**config.mk**
```make
export PLATFORM = sky130hd
export DESIGN_NAME = pending_command_retry_tracker
export DESIGN_NICKNAME = d
export VERILOG_FILES = /design/src/sv/pcrt_pkg.sv /design/src/sv/pcrt_cmp_unit.sv /design/src/sv/pending_command_retry_tracker.sv
export SDC_FILE = /design/constraint.sdc
export NUM_CORES = 1
export LEC_CHECK = 0
export ABC_AREA = 1
export BUFFER_PORTS_ARGS = -buffer_cell sky130_fd_sc_hd__buf_2
export CAP_MARGIN = 25
export CORE_AREA = 2 2 286 571
export CTS_CLUSTER_DIAMETER = 50
export DETAILED_ROUTE_END_ITERATION = 12
export DIE_AREA = 0 0 288 573
export GPL_ROUTABILITY_DRIVEN = 1
export PLACE_DENSITY = 0.43
export SKIP_LAST_GASP = 1
export SYNTH_ARGS = -nofsm -noshare
export SYNTH_HDL_FRONTEND = slang
export SYNTH_HIERARCHICAL = 1
export SYNTH_SLANG_ARGS = --single-unit
```
**constraint.sdc**
```tcl
create_clock -name clk_i -period 15.98 [get_ports clk_i]
set_input_delay 0 -clock clk_i [delete_from_list [all_inputs] [get_ports clk_i]]
set_output_delay 0 -clock clk_i [all_outputs]
set_load 0.02 [all_outputs]
```
**src/sv/pcrt_pkg.sv**
```systemverilog
`timescale 1ns / 1ps

package pcrt_pkg;

  localparam int unsigned SLOTS      = 8;
  localparam int unsigned SLOT_W     = (SLOTS > 1) ? $clog2(SLOTS) : 1;
  localparam int unsigned TIME_W     = 32;
  localparam int unsigned TIMEOUT_W  = 16;
  localparam int unsigned RETRY_W    = 8;
  localparam int unsigned INTERVAL_W = 10;
  localparam int unsigned ADDR_W     = 4;
  localparam int unsigned DATA_W     = 64;
  localparam int unsigned FUNC_W     = 2;
  localparam int unsigned PADDR_W    = 4;
  localparam int unsigned PDATA_W    = 32;

  localparam logic [TIMEOUT_W-1:0]  TIMEOUT_RST     = TIMEOUT_W'(100);
  localparam logic [RETRY_W-1:0]    MAX_RETRIES_RST = RETRY_W'(3);
  localparam logic [INTERVAL_W-1:0] INTERVAL_RST    = INTERVAL_W'(10);

  localparam logic EVENT_RESEND = 1'b0;
  localparam logic EVENT_ABORT  = 1'b1;
  localparam logic KIND_PARAM   = 1'b1;

  typedef enum logic [FUNC_W-1:0] {
    FUNC_ISSUE = 2'd0,
    FUNC_RESP  = 2'd1,
    FUNC_TICK  = 2'd2
  } func_e;

  typedef enum logic [1:0] {
    REG_TIMEOUT        = 2'd0,
    REG_MAX_RETRIES    = 2'd1,
    REG_CHECK_INTERVAL = 2'd2
  } reg_e;

  typedef struct packed {
    logic [TIME_W-1:0] a;
    logic [TIME_W-1:0] b;
    logic [TIME_W-1:0] lim;
  } cmp_req_t;

  typedef struct packed {
    logic a_lt_b;
    logic below_lim;
  } cmp_rsp_t;

  typedef struct packed {
    logic              event_res;
    logic [ADDR_W-1:0] addr;
    logic              kind;
    logic [DATA_W-1:0] payload;
  } result_t;

endpackage

```
**src/sv/pcrt_cmp_unit.sv**
```systemverilog
`timescale 1ns / 1ps

module pcrt_cmp_unit (
  input  pcrt_pkg::cmp_req_t req_i,
  output pcrt_pkg::cmp_rsp_t rsp_o
);

  logic [pcrt_pkg::TIME_W:0] sub;

  assign sub             = {1'b0, req_i.a} - {1'b0, req_i.b};
  assign rsp_o.a_lt_b    = sub[pcrt_pkg::TIME_W];
  assign rsp_o.below_lim = sub[pcrt_pkg::TIME_W-1:0] < req_i.lim;

endmodule

```
**src/sv/pending_command_retry_tracker.sv**
```systemverilog
`timescale 1ns / 1ps

// Pending command retry tracker.
// Input channel (in_valid_i/in_ready_o) takes one word per command event:
// issue, response or a one-millisecond tick. Output channel
// (out_valid_o/out_ready_i) gives resend and session-abort words; last_o
// marks the final word of one tick. Registers timeout_ms, max_retries and
// check_interval sit on the APB port at 0x0, 0x4 and 0x8.
// A response is accepted, then visits one slot per cycle through the shared
// subtract/compare unit. A tick is checked against check_interval; when a
// scan is due it visits every slot, holding while the receiver stalls, and
// then flushes its last result word.
// in_ready_o is high only while no event is being worked on.
// Reset clears time, the scan mark and all slot valid bits, and loads the
// register defaults (100, 3, 10). A stalled receiver holds the output word;
// the scan holds on the next result that would need the output register.
module pending_command_retry_tracker (
  input  logic                                clk_i,
  input  logic                                rst_ni,
  input  logic                                in_valid_i,
  output logic                                in_ready_o,
  input  logic [pcrt_pkg::FUNC_W-1:0]         func_i,
  input  logic [pcrt_pkg::ADDR_W-1:0]         peer_addr_i,
  input  logic                                cmd_kind_i,
  input  logic [pcrt_pkg::DATA_W-1:0]         payload_i,
  output logic                                out_valid_o,
  input  logic                                out_ready_i,
  output logic                                event_res_o,
  output logic [pcrt_pkg::ADDR_W-1:0]         out_addr_o,
  output logic                                out_kind_o,
  output logic [pcrt_pkg::DATA_W-1:0]         out_payload_o,
  output logic                                last_o,
  input  logic                                psel,
  input  logic                                penable,
  input  logic                                pwrite,
  input  logic [pcrt_pkg::PADDR_W-1:0]        paddr,
  input  logic [pcrt_pkg::PDATA_W-1:0]        pwdata,
  output logic [pcrt_pkg::PDATA_W-1:0]        prdata,
  output logic                                pready
);

  typedef enum logic [4:0] {
    S_IDLE  = 5'b00001,
    S_RESP  = 5'b00010,
    S_CHECK = 5'b00100,
    S_SCAN  = 5'b01000,
    S_FLUSH = 5'b10000
  } state_e;

  state_e state_q, state_d;

  logic [pcrt_pkg::TIMEOUT_W-1:0]  timeout_q;
  logic [pcrt_pkg::RETRY_W-1:0]    max_retries_q;
  logic [pcrt_pkg::INTERVAL_W-1:0] interval_q;

  logic [pcrt_pkg::TIME_W-1:0] now_q;
  logic [pcrt_pkg::TIME_W-1:0] last_check_q;

  logic [pcrt_pkg::SLOTS-1:0]   waiting_q;
  logic [pcrt_pkg::TIME_W-1:0]  stamp_q   [pcrt_pkg::SLOTS];
  logic [pcrt_pkg::ADDR_W-1:0]  addr_q    [pcrt_pkg::SLOTS];
  logic                         kind_q    [pcrt_pkg::SLOTS];
  logic [pcrt_pkg::RETRY_W-1:0] retries_q [pcrt_pkg::SLOTS];
  logic [pcrt_pkg::DATA_W-1:0]  payload_q [pcrt_pkg::SLOTS];

  logic [pcrt_pkg::SLOT_W-1:0] idx_q;
  logic                        idx_last;

  logic [pcrt_pkg::ADDR_W-1:0] req_peer_q;
  logic                        req_kind_q;
  logic                        best_v_q;
  logic [pcrt_pkg::SLOT_W-1:0] best_idx_q;
  logic [pcrt_pkg::TIME_W-1:0] best_stamp_q;

  pcrt_pkg::result_t pend_q, out_q, new_res;
  logic              pend_v_q;
  logic              out_valid_q;
  logic              out_last_q;
  logic              out_load;

  logic                        in_acc;
  logic                        cfg_wr;
  logic [pcrt_pkg::SLOT_W-1:0] free_idx;
  logic                        free_found;

  pcrt_pkg::cmp_req_t cmp_req;
  pcrt_pkg::cmp_rsp_t cmp_rsp;

  logic resp_match;
  logic resp_take;
  logic scan_expired;
  logic scan_retry;
  logic scan_emit;
  logic out_free;
  logic scan_step;

  assign in_acc     = in_valid_i && in_ready_o;
  assign in_ready_o = (state_q == S_IDLE);
  assign cfg_wr     = psel && penable && pwrite && pready;
  assign pready     = 1'b1;
  assign idx_last   = (idx_q == pcrt_pkg::SLOT_W'(pcrt_pkg::SLOTS - 1));
  assign out_free   = !out_valid_q || out_ready_i;

  // APB registers
  always_ff @(posedge clk_i or negedge rst_ni) begin
    if (!rst_ni) begin
      timeout_q     <= pcrt_pkg::TIMEOUT_RST;
      max_retries_q <= pcrt_pkg::MAX_RETRIES_RST;
      interval_q    <= pcrt_pkg::INTERVAL_RST;
    end else if (cfg_wr) begin
      case (pcrt_pkg::reg_e'(paddr[3:2]))
        pcrt_pkg::REG_TIMEOUT: begin
          timeout_q <= pwdata[pcrt_pkg::TIMEOUT_W-1:0];
        end
        pcrt_pkg::REG_MAX_RETRIES: begin
          max_retries_q <= pwdata[pcrt_pkg::RETRY_W-1:0];
        end
        pcrt_pkg::REG_CHECK_INTERVAL: begin
          interval_q <= pwdata[pcrt_pkg::INTERVAL_W-1:0];
        end
        default: begin
        end
      endcase
    end
  end

  always_comb begin
    case (pcrt_pkg::reg_e'(paddr[3:2]))
      pcrt_pkg::REG_TIMEOUT: begin
        prdata = pcrt_pkg::PDATA_W'(timeout_q);
      end
      pcrt_pkg::REG_MAX_RETRIES: begin
        prdata = pcrt_pkg::PDATA_W'(max_retries_q);
      end
      pcrt_pkg::REG_CHECK_INTERVAL: begin
        prdata = pcrt_pkg::PDATA_W'(interval_q);
      end
      default: begin
        prdata = '0;
      end
    endcase
  end

  // lowest free slot, slot 0 when full
  always_comb begin
    free_idx   = '0;
    free_found = 1'b0;
    for (int i = 0; i < pcrt_pkg::SLOTS; i++) begin
      if (!free_found && !waiting_q[i]) begin
        free_idx   = pcrt_pkg::SLOT_W'(i);
        free_found = 1'b1;
      end
    end
  end

  // shared compare unit operands
  always_comb begin
    cmp_req.a   = now_q;
    cmp_req.b   = stamp_q[idx_q];
    cmp_req.lim = pcrt_pkg::TIME_W'(timeout_q);
    case (state_q)
      S_RESP: begin
        cmp_req.a   = stamp_q[idx_q];
        cmp_req.b   = best_stamp_q;
        cmp_req.lim = '0;
      end
      S_CHECK: begin
        cmp_req.b   = last_check_q;
        cmp_req.lim = pcrt_pkg::TIME_W'(interval_q);
      end
      default: begin
      end
    endcase
  end

  pcrt_cmp_unit u_cmp (
    .req_i (cmp_req),
    .rsp_o (cmp_rsp)
  );

  assign resp_match = waiting_q[idx_q] && (addr_q[idx_q] == req_peer_q)
                      && (kind_q[idx_q] == req_kind_q);
  assign resp_take  = resp_match && (!best_v_q || cmp_rsp.a_lt_b);

  assign scan_expired = waiting_q[idx_q] && !cmp_rsp.below_lim;
  assign scan_retry   = retries_q[idx_q] < max_retries_q;
  assign scan_emit    = scan_expired && (scan_retry || (kind_q[idx_q] == pcrt_pkg::KIND_PARAM));
  assign scan_step    = !(scan_emit && pend_v_q && !out_free);

  assign out_load = ((state_q == S_SCAN) && scan_step && scan_emit && pend_v_q)
                    || ((state_q == S_FLUSH) && pend_v_q && out_free);

  always_comb begin
    new_res.addr = addr_q[idx_q];
    if (scan_retry) begin
      new_res.event_res = pcrt_pkg::EVENT_RESEND;
      new_res.kind      = kind_q[idx_q];
      new_res.payload   = payload_q[idx_q];
    end else begin
      new_res.event_res = pcrt_pkg::EVENT_ABORT;
      new_res.kind      = pcrt_pkg::KIND_PARAM;
      new_res.payload   = '0;
    end
  end

  always_comb begin
    state_d = state_q;
    case (state_q)
      S_IDLE: begin
        if (in_acc) begin
          case (pcrt_pkg::func_e'(func_i))
            pcrt_pkg::FUNC_RESP: state_d = S_RESP;
            pcrt_pkg::FUNC_TICK: state_d = S_CHECK;
            default:             state_d = S_IDLE;
          endcase
        end
      end
      S_RESP: begin
        if (idx_last) begin
          state_d = S_IDLE;
        end
      end
      S_CHECK: begin
        state_d = cmp_rsp.below_lim ? S_IDLE : S_SCAN;
      end
      S_SCAN: begin
        if (scan_step && idx_last) begin
          state_d = S_FLUSH;
        end
      end
      S_FLUSH: begin
        if (!pend_v_q || out_free) begin
          state_d = S_IDLE;
        end
      end
      default: begin
        state_d = S_IDLE;
      end
    endcase
  end

  // control state
  always_ff @(posedge clk_i or negedge rst_ni) begin
    if (!rst_ni) begin
      state_q      <= S_IDLE;
      now_q        <= '0;
      last_check_q <= '0;
      waiting_q    <= '0;
      idx_q        <= '0;
      best_v_q     <= 1'b0;
      pend_v_q     <= 1'b0;
      out_valid_q  <= 1'b0;
    end else begin
      state_q <= state_d;
      if (out_load) begin
        out_valid_q <= 1'b1;
      end else if (out_ready_i) begin
        out_valid_q <= 1'b0;
      end
      case (state_q)
        S_IDLE: begin
          idx_q    <= '0;
          best_v_q <= 1'b0;
          if (in_acc) begin
            case (pcrt_pkg::func_e'(func_i))
              pcrt_pkg::FUNC_ISSUE: waiting_q[free_idx] <= 1'b1;
              pcrt_pkg::FUNC_TICK:  now_q <= now_q + 1'b1;
              default: begin
              end
            endcase
          end
        end
        S_RESP: begin
          idx_q <= idx_q + 1'b1;
          if (resp_take) begin
            best_v_q <= 1'b1;
          end
          if (idx_last) begin
            if (resp_take) begin
              waiting_q[idx_q] <= 1'b0;
            end else if (best_v_q) begin
              waiting_q[best_idx_q] <= 1'b0;
            end
          end
        end
        S_CHECK: begin
          if (!cmp_rsp.below_lim) begin
            last_check_q <= now_q;
          end
        end
        S_SCAN: begin
          if (scan_step) begin
            idx_q <= idx_q + 1'b1;
            if (scan_expired && !scan_retry) begin
              waiting_q[idx_q] <= 1'b0;
            end
            if (scan_emit) begin
              pend_v_q <= 1'b1;
            end
          end
        end
        S_FLUSH: begin
          if (pend_v_q && out_free) begin
            pend_v_q <= 1'b0;
          end
        end
        default: begin
        end
      endcase
    end
  end

  // slot contents and result words
  always_ff @(posedge clk_i) begin
    case (state_q)
      S_IDLE: begin
        req_peer_q <= peer_addr_i;
        req_kind_q <= cmd_kind_i;
        if (in_acc && (pcrt_pkg::func_e'(func_i) == pcrt_pkg::FUNC_ISSUE)) begin
          stamp_q[free_idx]   <= now_q;
          addr_q[free_idx]    <= peer_addr_i;
          kind_q[free_idx]    <= cmd_kind_i;
          retries_q[free_idx] <= '0;
          payload_q[free_idx] <= payload_i;
        end
      end
      S_RESP: begin
        if (resp_take) begin
          best_idx_q   <= idx_q;
          best_stamp_q <= stamp_q[idx_q];
        end
      end
      S_SCAN: begin
        if (scan_step) begin
          if (scan_expired && scan_retry) begin
            retries_q[idx_q] <= retries_q[idx_q] + 1'b1;
            stamp_q[idx_q]   <= now_q;
          end
          if (scan_emit) begin
            pend_q <= new_res;
            if (pend_v_q) begin
              out_q      <= pend_q;
              out_last_q <= 1'b0;
            end
          end
        end
      end
      S_FLUSH: begin
        if (pend_v_q && out_free) begin
          out_q      <= pend_q;
          out_last_q <= 1'b1;
        end
      end
      default: begin
      end
    endcase
  end

  assign out_valid_o   = out_valid_q;
  assign event_res_o   = out_q.event_res;
  assign out_addr_o    = out_q.addr;
  assign out_kind_o    = out_q.kind;
  assign out_payload_o = out_q.payload;
  assign last_o        = out_last_q;

  a_idle_no_pend: assert property (@(posedge clk_i) disable iff (!rst_ni)
    in_ready_o |-> !pend_v_q)
    else $error("pending result left behind when idle");

  a_pend_in_scan: assert property (@(posedge clk_i) disable iff (!rst_ni)
    pend_v_q |-> ((state_q == S_SCAN) || (state_q == S_FLUSH)))
    else $error("pending result outside a scan");

  a_issue_sets_slot: assert property (@(posedge clk_i) disable iff (!rst_ni)
    (in_acc && (func_i == pcrt_pkg::FUNC_ISSUE)) |=> (waiting_q != '0))
    else $error("issue left no waiting slot");

endmodule

```
==> results.cfg <==
[die]
fp.dieW_um = 288
die_height_um = 573
coreArea_um2 = 160000
rows = 208
start_util_pct = 30.0
dieArea_um2 = 165000
io_pins = 220

[worst_setup_path]
crit_path_start = idx_q[2]
critPathLaunchType = flop
cp.required_ps = 16330
cp_data_arrival_time_ps = 8990
worstPathMaxFanout = 48
regToRegSetupSlack_ps = 7340
reg2reg_to = out_payload_o[51]
path_class = reg -> reg
rr_startpoint = idx_q[2]
slowest_stage = nor2_4
cp_common_cell = nand2_1
ff2ff_path_depth = 36
cp_slowest_stage_delay_ps = 780
worst_setup_path_end_kind = flop

[synthesis]
yosys-top-cells-area = edfxtp_1 (66%), nand2_1 (7.5%), dfrtp_1 (5.7%), inv_1 (2.8%), a221oi_1 (2.0%)
avgSynthCellArea_um2 = 12.7
yosysTopAreaCell = edfxtp_1
netlist_instances = 3782
synth_cell_type_count = 59
synth-seq-cells = 1170
yosys_warnings = 6
yosysTopAreaCellShare_pct = 65.8
synth_area_um2 = 48000
ys_seq_area_share_pct = 71.9

[route]
wl_um = 139000
wl_per_cell_um = 22.0
drtAntennaViolNets = 0
vias_per_cell = 4.76
vias = 30000
post-route-drc-count = 0
drt-initial-drc-count = 1735
dr.pass1.iters = 5

[power]
p_leak_nw = 20.6
p_per_area_nw_per_um2 = 171
irDropWorstVdd_uv = 86.3

[final_layout]
syn_to_final_growth_pct = 17.7
final_cell_mix = edfxtp_1 (1053), nand2_1 (957), inv_1 (363)
drive_gt1_share_pct = 12.5
mostFrequentLayoutCell = edfxtp_1
finalNetCount = 4307
utilization_pct = 35.3
fillers = 15800

[outcome]
outcome = finished, violations left
violations = hold timing

[sta]
hold_ws_ps = -21.7
max_freq_ghz = 0.116
finalHoldViolCount = 2
slew_violations = 0
min_period_ps = 8640
setup_ws_ps = 7340
period_share_pct = 54.1
setup_viol = 0
clock_skew_ps = 54.0
slew_headroom_pct = 35.0
worstMarginPinSlew_ps = 976
finalSetupTns_ps = 0
rsz0062_at_grt = false

[worst_hold_path]
holdPathStages = 4
min_to = timeout_q[5]
hold_class = in -> reg
worstHoldStart = penable

[clock_network]
cts_tree = built
cts_buffer_depth = 3
clk_latency_ps = 720
cts_resized = 0
cts-root-buf = clkbuf_16
cts-buffers-inserted = 113
htree_levels = 3
clk_pin_slew_ps = 70
cts_num_sinks = 1170
holdBufCountCts = 94
postCtsSetupRepairBufs = 0

[global_route]
grt_pass1_wl_um = 203000
grt_max_degree = 83
globalRoute.totalOverflow = 0
grt_pass1_vias = 31200
track_usage_pct = 16.6
antenna_found_initial = 3

[place]
preCtsSetupSlack_ps = 7070
io_buffers = 184
gp_congestion = 0.822
hpwl_um = 85100

[flow_run]
max-cap-violations = 0
[power breakdown]
part | total (mW) | leakage (nW) | internal (mW) | switching (mW)
combinational | 3.27 | 8.22 | 1.03 | 2.24
sequential | 3.60 | 10.5 | 3.52 | 0.0841
clock | 2.78 | 1.84 | 1.56 | 1.22
total | 9.65 | 20.6 | 6.11 | 3.54
[how the worst max path moves through the flow]
stage,endpoint,cells past startpoint
6_report,out_payload_o[51],36
5_1_grt,out_payload_o[10],36
3_5_place_dp,out_payload_o[51],36
4_1_cts,out_payload_o[10],36
3_3_place_gp,out_payload_o[44],37
2_1_floorplan,addr_q[4][0],4
[area by class of cell]
class	instances	area, µm²	share of cell area, %
inverter	375	1410	2.50
timing repair buffer	351	2490	4.40
multi-input combinational	2104	11600	20.5
clock inverter	61	812	1.44
tap	2100	2630	4.65
clock buffer	148	3050	5.40
antenna	2	5.00	0.00885
sequential	1170	34600	61.1
[critical path, delay by kind of cell (launching register included)]
family | cells | cell delay [ps]
AO/OA/AOI/OAI | 3 | 320
adder cells (fa/ha/maj) | 3 | 940
buffers and inverters | 8 | 2440
flip-flops | 1 | 490
AND/OR/NAND/NOR | 22 | 3840
[registers in the layout (all words and copies together) (netlist names), 3 cells and up]
register       flops
best_idx_q         3
max_retries_q      8
timeout_q         16
last_check_q      32
interval_q        10
kind_q             8
addr_q            32
state_q            5
idx_q              3
req_peer_q         4
now_q             32
retries_q         64
pend_q            70
best_stamp_q      32
out_payload_o     64
stamp_q          256
waiting_q          8
payload_q        512
out_addr_o         4
[Yosys cell counts, drive strengths merged]
| cell | count |
|---|---|
| a22oi | 119 |
| a221oi | 110 |
| a21oi | 76 |
| fa | 1 |
| nand3 | 103 |
| o22ai | 7 |
| a21o | 1 |
| nand4 | 51 |
| ha | 77 |
| clkbuf | 64 |
| a21boi | 1 |
| nor3b | 1 |
| nand3b | 3 |
| buf | 100 |
| a31oi | 8 |
| and2 | 1 |
| xor2 | 46 |
| a41oi | 45 |
| nand2 | 981 |
| o21a | 2 |
| edfxtp | 1053 |
| nor3 | 21 |
| a2111oi | 1 |
| o2bb2ai | 2 |
| o2111ai | 1 |
| dfstp | 8 |
| and3 | 4 |
| conb | 2 |
| or2 | 1 |
| o21ai | 165 |
| dfrtp | 109 |
| a211oi | 1 |
| inv | 375 |
| a22o | 64 |
| nand2b | 1 |
| o211ai | 1 |
| nor2 | 157 |
| xnor2 | 2 |
| nor4 | 7 |
| o21bai | 2 |
| o221ai | 8 |
[stage by stage]
step / std cells / total power, mW / cell area (µm²)
floorplan: 3813 / 5.84 / 48200
global placement: 6001 / 6.95 / 51600
detailed placement: 6002 / 6.98 / 51600
CTS: 6305 / 9.81 / 56500
global route: 6310 / 10.2 / 56500
finish: 6311 / 9.65 / 56500
[metal layers]
metal  part of all wire (%)  GRT usage, %  vias to the layer above
met2                     55          32.3                      632
met5                 0.0094             0                        -
met1                     38          18.3                    15100
met3                    3.6          1.86                      192
li1                       -             -                    14100
met4                    2.9          5.45                        2
[logic make-up (layout without fill, tap and decap cells)]
| group | Yosys count | in the layout | synth area share (%) |
|---|---|---|---|
| simple gates | 1331 | 1331 | 11.6 |
| flops | 1170 | 1170 | 71.9 |
| compound gates | 614 | 614 | 8.94 |
| buf+inv | 539 | 935 | 4.62 |
| fa+ha+maj | 78 | 78 | 2.05 |
| xor+xnor | 48 | 48 | 0.875 |
| other cells | 2 | 35 | 0.0156 |
(Power assumes the default switching activity.)
